## src/sorted_symbol_floor_table_assert.svh

```systemverilog
`ifndef SORTED_SYMBOL_FLOOR_TABLE_ASSERT_SVH
`define SORTED_SYMBOL_FLOOR_TABLE_ASSERT_SVH

// same-cycle implication
`define SSFT_ASSERT_NOW(label, clk, rst_n, ante, cons, msg) \
    label: assert property (@(posedge clk) disable iff (!rst_n) (ante) |-> (cons)) \
        else $error(msg);

// next-cycle implication
`define SSFT_ASSERT_NEXT(label, clk, rst_n, ante, cons, msg) \
    label: assert property (@(posedge clk) disable iff (!rst_n) (ante) |=> (cons)) \
        else $error(msg);

`endif

```

## src/ssft_pkg.sv

```systemverilog
package ssft_pkg;

    localparam int DEPTH    = 64;
    localparam int TAG_BITS = 16;

    localparam int ADDR_W   = 32;
    localparam int TAG_W    = 16;
    localparam int POS_W    = 7;
    localparam int OP_W     = 2;
    localparam int STATUS_W = 2;

    localparam int IDX_W    = $clog2(DEPTH);
    localparam int CNT_W    = $clog2(DEPTH + 1);
    localparam int PCMP_W   = (CNT_W > POS_W) ? CNT_W : POS_W;

    localparam int IN_DATA_W  = ((ADDR_W + TAG_W + POS_W + 7) / 8) * 8;
    localparam int OUT_DATA_W = ((ADDR_W + TAG_W + ADDR_W + 7) / 8) * 8;

    localparam logic [TAG_W-1:0] TAG_MASK = TAG_W'((64'd1 << TAG_BITS) - 64'd1);

    typedef enum logic [OP_W-1:0] {
        OP_INSERT = 2'd0,
        OP_FLOOR  = 2'd1,
        OP_EXACT  = 2'd2,
        OP_READ   = 2'd3
    } op_t;

    typedef enum logic [STATUS_W-1:0] {
        ST_OK   = 2'd0,
        ST_MISS = 2'd1,
        ST_FULL = 2'd2
    } status_t;

    typedef enum logic [1:0] {
        S_IDLE,
        S_RD,
        S_CMP,
        S_FIN
    } state_t;

    typedef struct packed {
        op_t               op;
        logic [ADDR_W-1:0] key;
        logic [TAG_W-1:0]  tag;
        logic [POS_W-1:0]  position;
    } req_t;

    typedef struct packed {
        status_t           status;
        logic [ADDR_W-1:0] address;
        logic [TAG_W-1:0]  tag;
        logic [ADDR_W-1:0] offset;
    } res_t;

    typedef struct packed {
        logic [ADDR_W-1:0] addr;
        logic [TAG_W-1:0]  tag;
    } entry_t;

endpackage

```

## src/ssft_core.sv

```systemverilog
`include "sorted_symbol_floor_table_assert.svh"

module ssft_core (
    input  logic          clk,
    input  logic          rst_n,
    input  logic          req_valid,
    output logic          req_ready,
    input  ssft_pkg::req_t req,
    output logic          res_valid,
    input  logic          res_ready,
    output ssft_pkg::res_t res
);
    import ssft_pkg::*;

    state_t            state_reg, state_next;
    logic [CNT_W-1:0]  count_reg, count_next;
    op_t               op_reg, op_next;
    logic [ADDR_W-1:0] key_reg, key_next;
    logic [TAG_W-1:0]  tag_reg, tag_next;
    logic [CNT_W-1:0]  idx_reg, idx_next;
    logic              found_reg, found_next;
    logic [ADDR_W-1:0] cand_addr_reg, cand_addr_next;
    logic [TAG_W-1:0]  cand_tag_reg, cand_tag_next;

    entry_t            mem [DEPTH];
    entry_t            rd_reg;
    logic              mem_we;
    logic [IDX_W-1:0]  mem_waddr;
    logic [IDX_W-1:0]  mem_raddr;
    entry_t            mem_wdata;

    logic [PCMP_W-1:0] pos_ext;
    logic [PCMP_W-1:0] cnt_ext;
    logic [CNT_W-1:0]  idx_dec;
    logic              at_end;
    entry_t            new_entry;

    assign pos_ext   = PCMP_W'(req.position);
    assign cnt_ext   = PCMP_W'(count_reg);
    assign idx_dec   = idx_reg - 1'b1;
    assign at_end    = (idx_reg == count_reg);
    assign new_entry = '{addr: key_reg, tag: tag_reg};

    // entry store, one write and one registered read a cycle
    always_ff @(posedge clk)
    begin
        if (mem_we)
        begin
            mem[mem_waddr] <= mem_wdata;
        end
        rd_reg <= mem[mem_raddr];
    end

    always_ff @(posedge clk or negedge rst_n)
    begin
        if (!rst_n)
        begin
            state_reg <= S_IDLE;
            count_reg <= '0;
            op_reg    <= OP_INSERT;
        end
        else
        begin
            state_reg <= state_next;
            count_reg <= count_next;
            op_reg    <= op_next;
        end
    end

    always_ff @(posedge clk)
    begin
        key_reg       <= key_next;
        tag_reg       <= tag_next;
        idx_reg       <= idx_next;
        found_reg     <= found_next;
        cand_addr_reg <= cand_addr_next;
        cand_tag_reg  <= cand_tag_next;
    end

    // next state
    always_comb
    begin
        state_next = state_reg;
        unique case (state_reg)
            S_IDLE:
            begin
                if (req_valid)
                begin
                    state_next = S_RD;
                end
            end
            S_RD:
            begin
                unique case (op_reg)
                    OP_INSERT: state_next = (!found_reg || idx_reg == '0) ? S_FIN : S_CMP;
                    OP_FLOOR,
                    OP_EXACT:  state_next = at_end ? S_FIN : S_CMP;
                    OP_READ:   state_next = found_reg ? S_CMP : S_FIN;
                endcase
            end
            S_CMP:
            begin
                unique case (op_reg)
                    OP_INSERT: state_next = (rd_reg.addr > key_reg) ? S_RD : S_FIN;
                    OP_FLOOR:  state_next = (rd_reg.addr <= key_reg) ? S_RD : S_FIN;
                    OP_EXACT:  state_next = (rd_reg.addr < key_reg) ? S_RD : S_FIN;
                    OP_READ:   state_next = S_FIN;
                endcase
            end
            S_FIN:
            begin
                if (res_ready)
                begin
                    state_next = S_IDLE;
                end
            end
            default: state_next = S_IDLE;
        endcase
    end

    // datapath and store control
    always_comb
    begin
        op_next        = op_reg;
        key_next       = key_reg;
        tag_next       = tag_reg;
        idx_next       = idx_reg;
        found_next     = found_reg;
        cand_addr_next = cand_addr_reg;
        cand_tag_next  = cand_tag_reg;
        count_next     = count_reg;
        mem_we         = 1'b0;
        mem_waddr      = IDX_W'(idx_reg);
        mem_wdata      = rd_reg;
        mem_raddr      = IDX_W'(idx_reg);

        unique case (state_reg)
            S_IDLE:
            begin
                if (req_valid)
                begin
                    op_next        = req.op;
                    key_next       = req.key;
                    tag_next       = req.tag & TAG_MASK;
                    idx_next       = '0;
                    found_next     = 1'b0;
                    cand_addr_next = '0;
                    cand_tag_next  = '0;
                    unique case (req.op)
                        OP_INSERT:
                        begin
                            idx_next   = count_reg;
                            found_next = (count_reg < CNT_W'(DEPTH));
                        end
                        OP_READ:
                        begin
                            idx_next   = CNT_W'(pos_ext);
                            found_next = (pos_ext < cnt_ext);
                        end
                        OP_FLOOR,
                        OP_EXACT:
                        begin
                            idx_next = '0;
                        end
                    endcase
                end
            end
            S_RD:
            begin
                if (op_reg == OP_INSERT)
                begin
                    mem_raddr = IDX_W'(idx_dec);
                    if (found_reg && idx_reg == '0)
                    begin
                        mem_we     = 1'b1;
                        mem_wdata  = new_entry;
                        count_next = count_reg + 1'b1;
                    end
                end
            end
            S_CMP:
            begin
                unique case (op_reg)
                    OP_INSERT:
                    begin
                        mem_we = 1'b1;
                        if (rd_reg.addr > key_reg)
                        begin
                            mem_wdata = rd_reg;
                            idx_next  = idx_dec;
                        end
                        else
                        begin
                            mem_wdata  = new_entry;
                            count_next = count_reg + 1'b1;
                        end
                    end
                    OP_FLOOR:
                    begin
                        if (rd_reg.addr <= key_reg)
                        begin
                            idx_next = idx_reg + 1'b1;
                            // first of a run of equal addresses
                            if (!found_reg || rd_reg.addr != cand_addr_reg)
                            begin
                                found_next     = 1'b1;
                                cand_addr_next = rd_reg.addr;
                                cand_tag_next  = rd_reg.tag;
                            end
                        end
                    end
                    OP_EXACT:
                    begin
                        if (rd_reg.addr < key_reg)
                        begin
                            idx_next = idx_reg + 1'b1;
                        end
                        else
                        begin
                            found_next    = (rd_reg.addr == key_reg);
                            cand_tag_next = rd_reg.tag;
                        end
                    end
                    OP_READ:
                    begin
                        cand_addr_next = rd_reg.addr;
                        cand_tag_next  = rd_reg.tag;
                    end
                endcase
            end
            S_FIN:
            begin
            end
            default:
            begin
            end
        endcase
    end

    // result
    always_comb
    begin
        req_ready = (state_reg == S_IDLE);
        res_valid = (state_reg == S_FIN);
        res       = '{status: ST_MISS, address: key_reg, tag: '0, offset: '0};
        unique case (op_reg)
            OP_INSERT:
            begin
                res.status = found_reg ? ST_OK : ST_FULL;
                res.tag    = found_reg ? tag_reg : '0;
            end
            OP_FLOOR:
            begin
                if (found_reg)
                begin
                    res.status  = ST_OK;
                    res.address = cand_addr_reg;
                    res.tag     = cand_tag_reg;
                    res.offset  = key_reg - cand_addr_reg;
                end
            end
            OP_EXACT:
            begin
                if (found_reg)
                begin
                    res.status = ST_OK;
                    res.tag    = cand_tag_reg;
                end
            end
            OP_READ:
            begin
                res.address = found_reg ? cand_addr_reg : '0;
                res.status  = found_reg ? ST_OK : ST_MISS;
                res.tag     = found_reg ? cand_tag_reg : '0;
            end
        endcase
    end

    `SSFT_ASSERT_NOW(a_count_bound, clk, rst_n, 1'b1, count_reg <= CNT_W'(DEPTH),
        "entry count beyond capacity")
    `SSFT_ASSERT_NOW(a_write_insert_only, clk, rst_n, mem_we,
        op_reg == OP_INSERT && (state_reg == S_RD || state_reg == S_CMP),
        "store written outside an insert")
    `SSFT_ASSERT_NEXT(a_count_lookup_stable, clk, rst_n,
        state_reg != S_IDLE && op_reg != OP_INSERT, $stable(count_reg),
        "entry count changed by a lookup")
    `SSFT_ASSERT_NEXT(a_result_held, clk, rst_n, state_reg == S_FIN && !res_ready,
        state_reg == S_FIN && $stable(res), "pending result not held")

endmodule

```

## src/sorted_symbol_floor_table.sv

```systemverilog
// Sorted symbol table with floor, exact and positional lookup.
// Input words arrive on s_axis; the opcode rides in tuser (insert, floor,
// exact, read position). Each input word yields exactly one result word on
// m_axis with the status in tuser.
// One word is worked on at a time: s_axis_tready is high only while the
// sequencer is idle. Every step goes through the entry store, which has one
// write port and one read port with registered read data. An insert moves
// each entry above the key up one place, from the top down, and then writes
// the new entry; a full table is left as it is. Floor steps up through the
// entries not above the key, exact through the entries below it, and read
// fetches the single entry at the position, or none past the end.
// After the result is handed on, the sequencer goes idle to take the next
// word. A finished result sits in the output register; the next input word
// is taken meanwhile, and its result waits in the sequencer while the
// receiver stalls. Reset empties the table at once; no clearing pass is
// needed.
module sorted_symbol_floor_table (
    input  logic                               clk,
    input  logic                               rst_n,
    input  logic                               s_axis_tvalid,
    output logic                               s_axis_tready,
    // key, tag, position, zero pad
    input  logic [ssft_pkg::IN_DATA_W-1:0]     s_axis_tdata,
    // op
    input  logic [ssft_pkg::OP_W-1:0]          s_axis_tuser,
    output logic                               m_axis_tvalid,
    input  logic                               m_axis_tready,
    // sym_address, sym_tag, offset
    output logic [ssft_pkg::OUT_DATA_W-1:0]    m_axis_tdata,
    // status
    output logic [ssft_pkg::STATUS_W-1:0]      m_axis_tuser
);
    import ssft_pkg::*;

    req_t  req;
    res_t  res;
    logic  res_valid;
    logic  res_ready;
    logic  out_valid_reg, out_valid_next;
    res_t  out_reg, out_next;

    assign req.op       = op_t'(s_axis_tuser);
    assign req.key      = s_axis_tdata[ADDR_W-1:0];
    assign req.tag      = s_axis_tdata[ADDR_W +: TAG_W];
    assign req.position = s_axis_tdata[ADDR_W + TAG_W +: POS_W];

    ssft_core u_core (
        .clk       (clk),
        .rst_n     (rst_n),
        .req_valid (s_axis_tvalid),
        .req_ready (s_axis_tready),
        .req       (req),
        .res_valid (res_valid),
        .res_ready (res_ready),
        .res       (res)
    );

    assign res_ready = !out_valid_reg || m_axis_tready;

    always_comb
    begin
        out_valid_next = out_valid_reg;
        out_next       = out_reg;
        if (res_ready)
        begin
            out_valid_next = res_valid;
            if (res_valid)
            begin
                out_next = res;
            end
        end
    end

    always_ff @(posedge clk or negedge rst_n)
    begin
        if (!rst_n)
        begin
            out_valid_reg <= 1'b0;
        end
        else
        begin
            out_valid_reg <= out_valid_next;
        end
    end

    always_ff @(posedge clk)
    begin
        out_reg <= out_next;
    end

    assign m_axis_tvalid = out_valid_reg;
    assign m_axis_tuser  = out_reg.status;
    assign m_axis_tdata  = OUT_DATA_W'({out_reg.offset, out_reg.tag, out_reg.address});

endmodule

```

## config.mk

```make
export PLATFORM = sky130hd
export DESIGN_NAME = sorted_symbol_floor_table
export DESIGN_NICKNAME = d
export VERILOG_FILES = /design/src/ssft_pkg.sv /design/src/ssft_core.sv /design/src/sorted_symbol_floor_table.sv
export VERILOG_INCLUDE_DIRS = /design/src /design/src/src
export SDC_FILE = /design/constraint.sdc
export NUM_CORES = 2
export LEC_CHECK = 0
export BUFFER_PORTS_ARGS = -buffer_cell sky130_fd_sc_hd__buf_2
export CAP_MARGIN = 15
export CORE_MARGIN = 2
export CORE_UTILIZATION = 50
export CTS_BUF_LIST = sky130_fd_sc_hd__clkbuf_8
export DETAILED_ROUTE_END_ITERATION = 7
export PLACE_DENSITY = 0.65
export SYNTH_ARGS = -nofsm -noshare
export SYNTH_HDL_FRONTEND = slang
export SYNTH_HIERARCHICAL = 1
export SYNTH_SLANG_ARGS = --single-unit
```

## constraint.sdc

```tcl
create_clock -name clk -period 11.3 [get_ports clk]
set_input_delay 1.695 -clock clk [delete_from_list [all_inputs] [get_ports clk]]
set_output_delay 1.695 -clock clk [all_outputs]
set_load 0.02 [all_outputs]
```

Word-level counts from Yosys, hierarchy flattened
Memory sizes are Yosys's and may differ from the RTL's. A register that Yosys moved wholly into a read port is not among the register bits.
Cells that the tools add are included.
{"block": "word_totals", "register_bits": 198, "inputBits": 62, "out_inout_bits": 84, "wordCells": 138, "memories": 1, "ramBits": 3072}
{"memory": "u_core.mem", "depth": 64, "word_bits": 48, "read_ports": 1, "rd_clocked_by_memory_dff": 1, "wr": 1, "line": "ssft_core.sv:25", "text": "entry_t mem [DEPTH];"}
{"block": "classes", "reduce_logical": 24, "eq_ne": 27, "n_lt_le_gt_ge": 5, "n_addsub": 4, "mux": 63}
{"operator": "two-way mux 48 bit", "count": 4}
{"operator": "one-hot mux 32 bit (2 select lines)", "count": 3}
{"operator": "two-way mux 32 bit", "count": 4}
{"operator": "two-way mux 16 bit", "count": 6}
{"operator": "one-hot mux 16 bit (3 select lines)", "count": 2}
{"operator": "one-hot mux 48 bit (2 select lines)", "count": 1}
{"operator": "two-way mux 81 bit", "count": 1}
{"operator": "two-way mux 7 bit", "count": 8}
{"operator": "one-hot mux 7 bit (3 select lines)", "count": 2}
{"operator": "== test 32 bit", "count": 1}
{"operator": "> comparator 32 bit", "count": 1}
{"operator": "<= comparator 32 bit", "count": 1}
{"operator": "< comparator 32 bit", "count": 1}
{"operator": "!= test 32 bit", "count": 1}
{"operator": "one-hot mux 16 bit (2 select lines)", "count": 1}
{"operator": "subtractor 32 bit", "count": 1}
{"operator": "one-hot mux 7 bit (2 select lines)", "count": 2}
{"operator": "AND reduction 6 bit", "count": 3}
{"operator": "one-hot mux 2 bit (4 select lines)", "count": 2}
{"operator": "adder 7 x 1 -> 7 bit, second input constant", "count": 2}
{"operator": "two-way mux 1 bit", "count": 13}
{"operator": "== test 2 bit, second input constant", "count": 6}
{"operator": "two-way mux 2 bit", "count": 6}
{"operator": "two-way mux 6 bit", "count": 2}
{"operator": "other kinds (22)", "count": 49}

Logic depth before layout (Yosys ltp)
{"block": "logic_depth", "depth_word": 7, "depth_mapped": 13, "ltp_nobuf": 12}

Cells and area by module
Netlist, hierarchy kept.
{"mod": "ssft_core", "area_per_inst_um2": 126126.0, "seq_area_each_um2": 96607.7, "n_inst": 1, "cells_per_inst": 5491}
{"mod": "sorted_symbol_floor_table", "area_per_inst_um2": 2516.2, "seq_area_each_um2": 2487.4, "n_inst": 1, "cells_per_inst": 86}

Worst setup path before layout
Ideal clock, no wire load.
{"block": "synth_timing", "path_kind": "reg-to-reg", "from": "reg u_core.idx_reg[1]", "to": "mem u_core/mem[31][0] in the netlist's numbering (enable)", "setup_ps": 572, "path_buffers": 1, "t_arrival_ps": 6134, "path_stages_with_launch": 9, "required_time_ps": 10728, "synth_period_minus_slack_ps": 6706, "path_slack_ps": 4594, "cell_sequence": "edfxtp_1 > clkbuf_1 > inv_1 > ha_1 > nand3b_1 > nor3_1 > nand3_1 > a21o_1 > nor4_1"}
{"block": "synth_between", "elab_chain_cells": 7}
{"item": "from (decl)", "line": "ssft_core.sv:20", "text": "logic [CNT_W-1:0] idx_reg, idx_next;"}
{"item": "from (signal assigned)", "line": "ssft_core.sv:74", "text": "idx_reg <= idx_next;"}
{"item": "logical NOT 7 bit", "line": "ssft_core.sv:173", "text": "if (found_reg && idx_reg == '0)"}
{"item": "logical AND 1 bit", "line": "ssft_core.sv:173"}
{"item": "two-way mux 1 bit", "line": "ssft_core.sv:173"}
{"item": "two-way mux 1 bit", "line": "ssft_core.sv:170", "text": "if (op_reg == OP_INSERT)"}
{"item": "one-hot mux 1 bit (2 select lines)", "line": "ssft_core.sv:137", "text": "unique case (state_reg)"}
{"item": "two-way mux 1 bit", "line": "ssft_core.sv:47", "text": "if (mem_we)"}
{"item": "two-way mux 1 bit (not written as such)", "line": "ssft_core.sv:49", "text": "mem[mem_waddr] <= mem_wdata;"}
{"item": "to (decl)", "line": "ssft_core.sv:25"}
Parallel ways exist; a longest one is shown, timed or not.

Worst setup path in the final report
{"block": "layout_timing", "from": "reg u_core.state_reg[1]", "to": "reg u_core/rd_reg[31] (netlist name)"}
{"block": "layout_between", "elab_chain_cells": 2}
{"item": "from (decl)", "line": "ssft_core.sv:15", "text": "state_t state_reg, state_next;"}
{"item": "from (signal assigned)", "line": "ssft_core.sv:64", "text": "state_reg <= state_next;"}
{"item": "== test 2 x 1 -> 1 bit", "line": "ssft_core.sv:137"}
{"item": "two-way mux 6 bit", "line": "ssft_core.sv:137"}
No other way between the ends.
A chain may end at the register's enable or synchronous reset.

==> impl_metrics.csv <==
group,metric,value,unit
run_status,status,"finished clean",
drt,ant_nets,0,
floorplanning,die_h,511,um
clock_tree,clk_path_buf_depth,4,
layout,drive_above_1_share,31.6,%
global_route,grt_pass1_vias,62600,
clock_tree,cts.htree.levels,6,
sta,slew_headroom,18.9,%
drt,first_pass_iters,5,
layout,syn2layout_area_growth,12.4,%
global_route,use_met3,4.88,%
sta,skew,0.0628,ns
critical_path,path_max_fanout,46,
global_route,antenna_found_initial,8,
sta,worst_slew_pin_slew,1.22,ns
pwr,p_per_area,296,mW/mm^2
global_route,use_met2,40.1,%
critical_path,cp_data_required_time,12.14,ns
drt,drt-initial-drc-count,7820,
floorplanning,rows,186,
yosys,ys_seq_area_share,77.0,%
floorplanning,pin_count,146,
global_route,met1_usage,35.3,%
sta,final_max_slew_viol_count,0,
global_route,overflow,0,
yosys,synth_area_leaders,"edfxtp_1 76%, mux4_2 17%, ha_1 0.80%",
yosys,yosysTopAreaCellShare,76.1,%
drt,vias,62900,
floorplanning,die_w,511,um
sta,post-route-period-util,51.1,%
global_route,grt_pass1_wl,462,mm
yosys,synth_most_common_cell,"edfxtp_1",
clock_tree,post_cts_buffers,0,
yosys,ys_seq_elements,3318,
sta,hold_viol_final,0,
drt,vias_per_cell,6.32,
global_route,grtUsageTotal,24.9,%
clock_tree,ctsResizeCount,0,
critical_path,start_kind,"flop",
yosys,synth_cell_type_count,68,
sta,setup_violations,0,
global_route,busiest_layer,"met2",
floorplanning,start_util,50.2,%
yosys,synth.avg_cell_area,23.1,um^2
clock_tree,clk_pin_slew,0.06,ns
clock_tree,clkSinkCount,3318,
yosys,async_reset_ff_share,0.362,%
job,max_cap_violations,0,
critical_path,cp-end-kind,"flop",
placed_design,dp_hpwl,178,mm
critical_path,crit_type,"flop to flop",
drt,wl,329,mm
layout,finalNetCount,6316,
yosys,synthFlopType,"edfxtp_1",
hold_path,hold_class,"flop to flop",
placed_design,io_buffers,144,
sta,rsz0062_at_grt,"no",
critical_path,critPathArrivalTime,6.61,ns
drt,drc,0,
yosys,ys_warn_count,6,
layout,largest_register_ff_count,3072,
drt,routedWlPerCell,33.0,um
pwr,vdd_ir_drop_max,0.287,mV
layout,final_util,56.4,%
sta,min_period,5.77,ns
yosys,synth_commonest_cells,"3258 x edfxtp_1, 960 x mux4_2, 171 x clkbuf_1, 115 x nor2_1, 113 x a22oi_1",
clock_tree,clkLatencyLatePin,1.05,ns
yosys,syn_inst,5577,
clock_tree,root_buffer,"clkbuf_8",
floorplanning,coreArea,0.256,mm^2
yosys,syn_nets,5722,
placed_design,place_congestion,0.856,
clock_tree,cts_hold_buffers,0,
clock_tree,cts_tree,"built",
yosys,yosys.area.top_type,"edfxtp_1",
yosys,synth_edf_count,3258,
sta,fmax,173,MHz
sta,setup_tns,0,ns
clock_tree,cts_made_buffers,537,
global_route,grt_max_degree,128,
pwr,leakage,46.8,nW
floorplanning,die_area,0.261,mm^2
yosys,synth_area,0.129,mm^2
-- per-layer routing --
layer,vias up,wire length (um)
li1,25000,-
met4,0,7870
met5,-,0
met2,3181,162000
met3,500,30200
met1,34200,129000
-- through the flow --
| stage | setup slack (ns) | cell area, um^2 | total power [mW] | instances | hold slack [ns] |
|---|---|---|---|---|---|
| floorplan | 4.59 | 129000 | 28.6 | 5577 | 0.500 |
| global placement | 5.61 | 134000 | 33.0 | 8999 | 0.519 |
| detailed placement | 5.57 | 134000 | 33.4 | 8999 | 0.521 |
| CTS | 5.53 | 144000 | 42.8 | 9931 | 0.523 |
| global route | 5.29 | 145000 | 44.6 | 9953 | 0.542 |
| finish | 5.53 | 145000 | 42.7 | 9960 | 0.535 |
-- critical path: stages (launching register included) --
cell and delay (ns):
dfrtp_1 0.42, inv_1 0.13, ha_1 0.36, nand2_4 0.14
xnor2_2 0.76, buf_4 0.73, buf_4 0.86, mux4_2 0.60
mux4_2 0.47, a22oi_1 0.81, nand2_1 0.13
-- cell type report --
cell class                      count  area [um^2]
Multi-Input combinational cell   1877        28600
Tap cell                         3384         4230
Timing Repair Buffer              343         2550
Antenna cell                       12         30.0
Inverter                           94          354
Clock buffer                      570         7850
Clock inverter                    362         1840
Sequential cell                  3318        99100
Fill cell                       18700       112000
-- placed cells by master (no fill, tap or decap), types with 8 or more instances in the layout --
cell type / instances
a21oi_1: 51
xnor2_1: 44
clkbuf_8: 570
a22o_1: 52
clkinvlp_4: 18
a22oi_1: 113
inv_6: 14
a31oi_1: 9
edfxtp_1: 3258
nor4_1: 8
nand4_1: 22
diode_2: 12
ha_1: 81
a21o_1: 32
and2_1: 48
dfrtp_1: 12
buf_12: 27
dfxtp_1: 48
nor3_1: 14
bufinv_16: 8
nor2b_1: 28
o21ai_0: 24
xor2_1: 33
nand3_1: 24
clkinv_1: 99
buf_4: 172
inv_1: 271
nor2_4: 66
nor2_1: 49
clkinv_2: 35
buf_2: 144
mux4_2: 960
and3_1: 9
a22o_2: 28
nand2_1: 92
-- power breakdown --
group	internal (mW)	switching [mW]
clock network	4.85	4.65
registers	16.9	0.370
logic	6.70	9.25
total	28.5	14.3
-- cells by family (layout without fill, tap and decap cells) --
group	after synthesis	in the layout	synth area share (%)
AND/OR/NAND/NOR	391	391	1.48
multiplexers	964	964	16.8
other	0	12	0
XOR/XNOR	80	80	0.545
flip-flops	3318	3318	77.0
adder cells (fa/ha/maj)	83	83	0.813
AO/OA/AOI/OAI	359	359	2.05
buffers and inverters	382	1369	1.23
-- worst paths after layout --
path,depth (start not counted),slack (ns),end,start
worst max-delay path,10,5.53,u_core/rd_reg[31],u_core/state_reg[1]
worst min-delay path,1,0.54,u_core/cand_tag_reg[5],u_core/rd_reg[5]
worst max register to register,10,5.53,u_core/rd_reg[31],u_core/state_reg[1]
worst min register to register,1,0.54,u_core/cand_tag_reg[5],u_core/rd_reg[5]
max in group asynchronous,1,10.43,u_core/state_reg[1],rst_n
min in group asynchronous,1,0.58,m_axis_tvalid,rst_n
No activity file was read; power rests on OpenSTA's default activity.
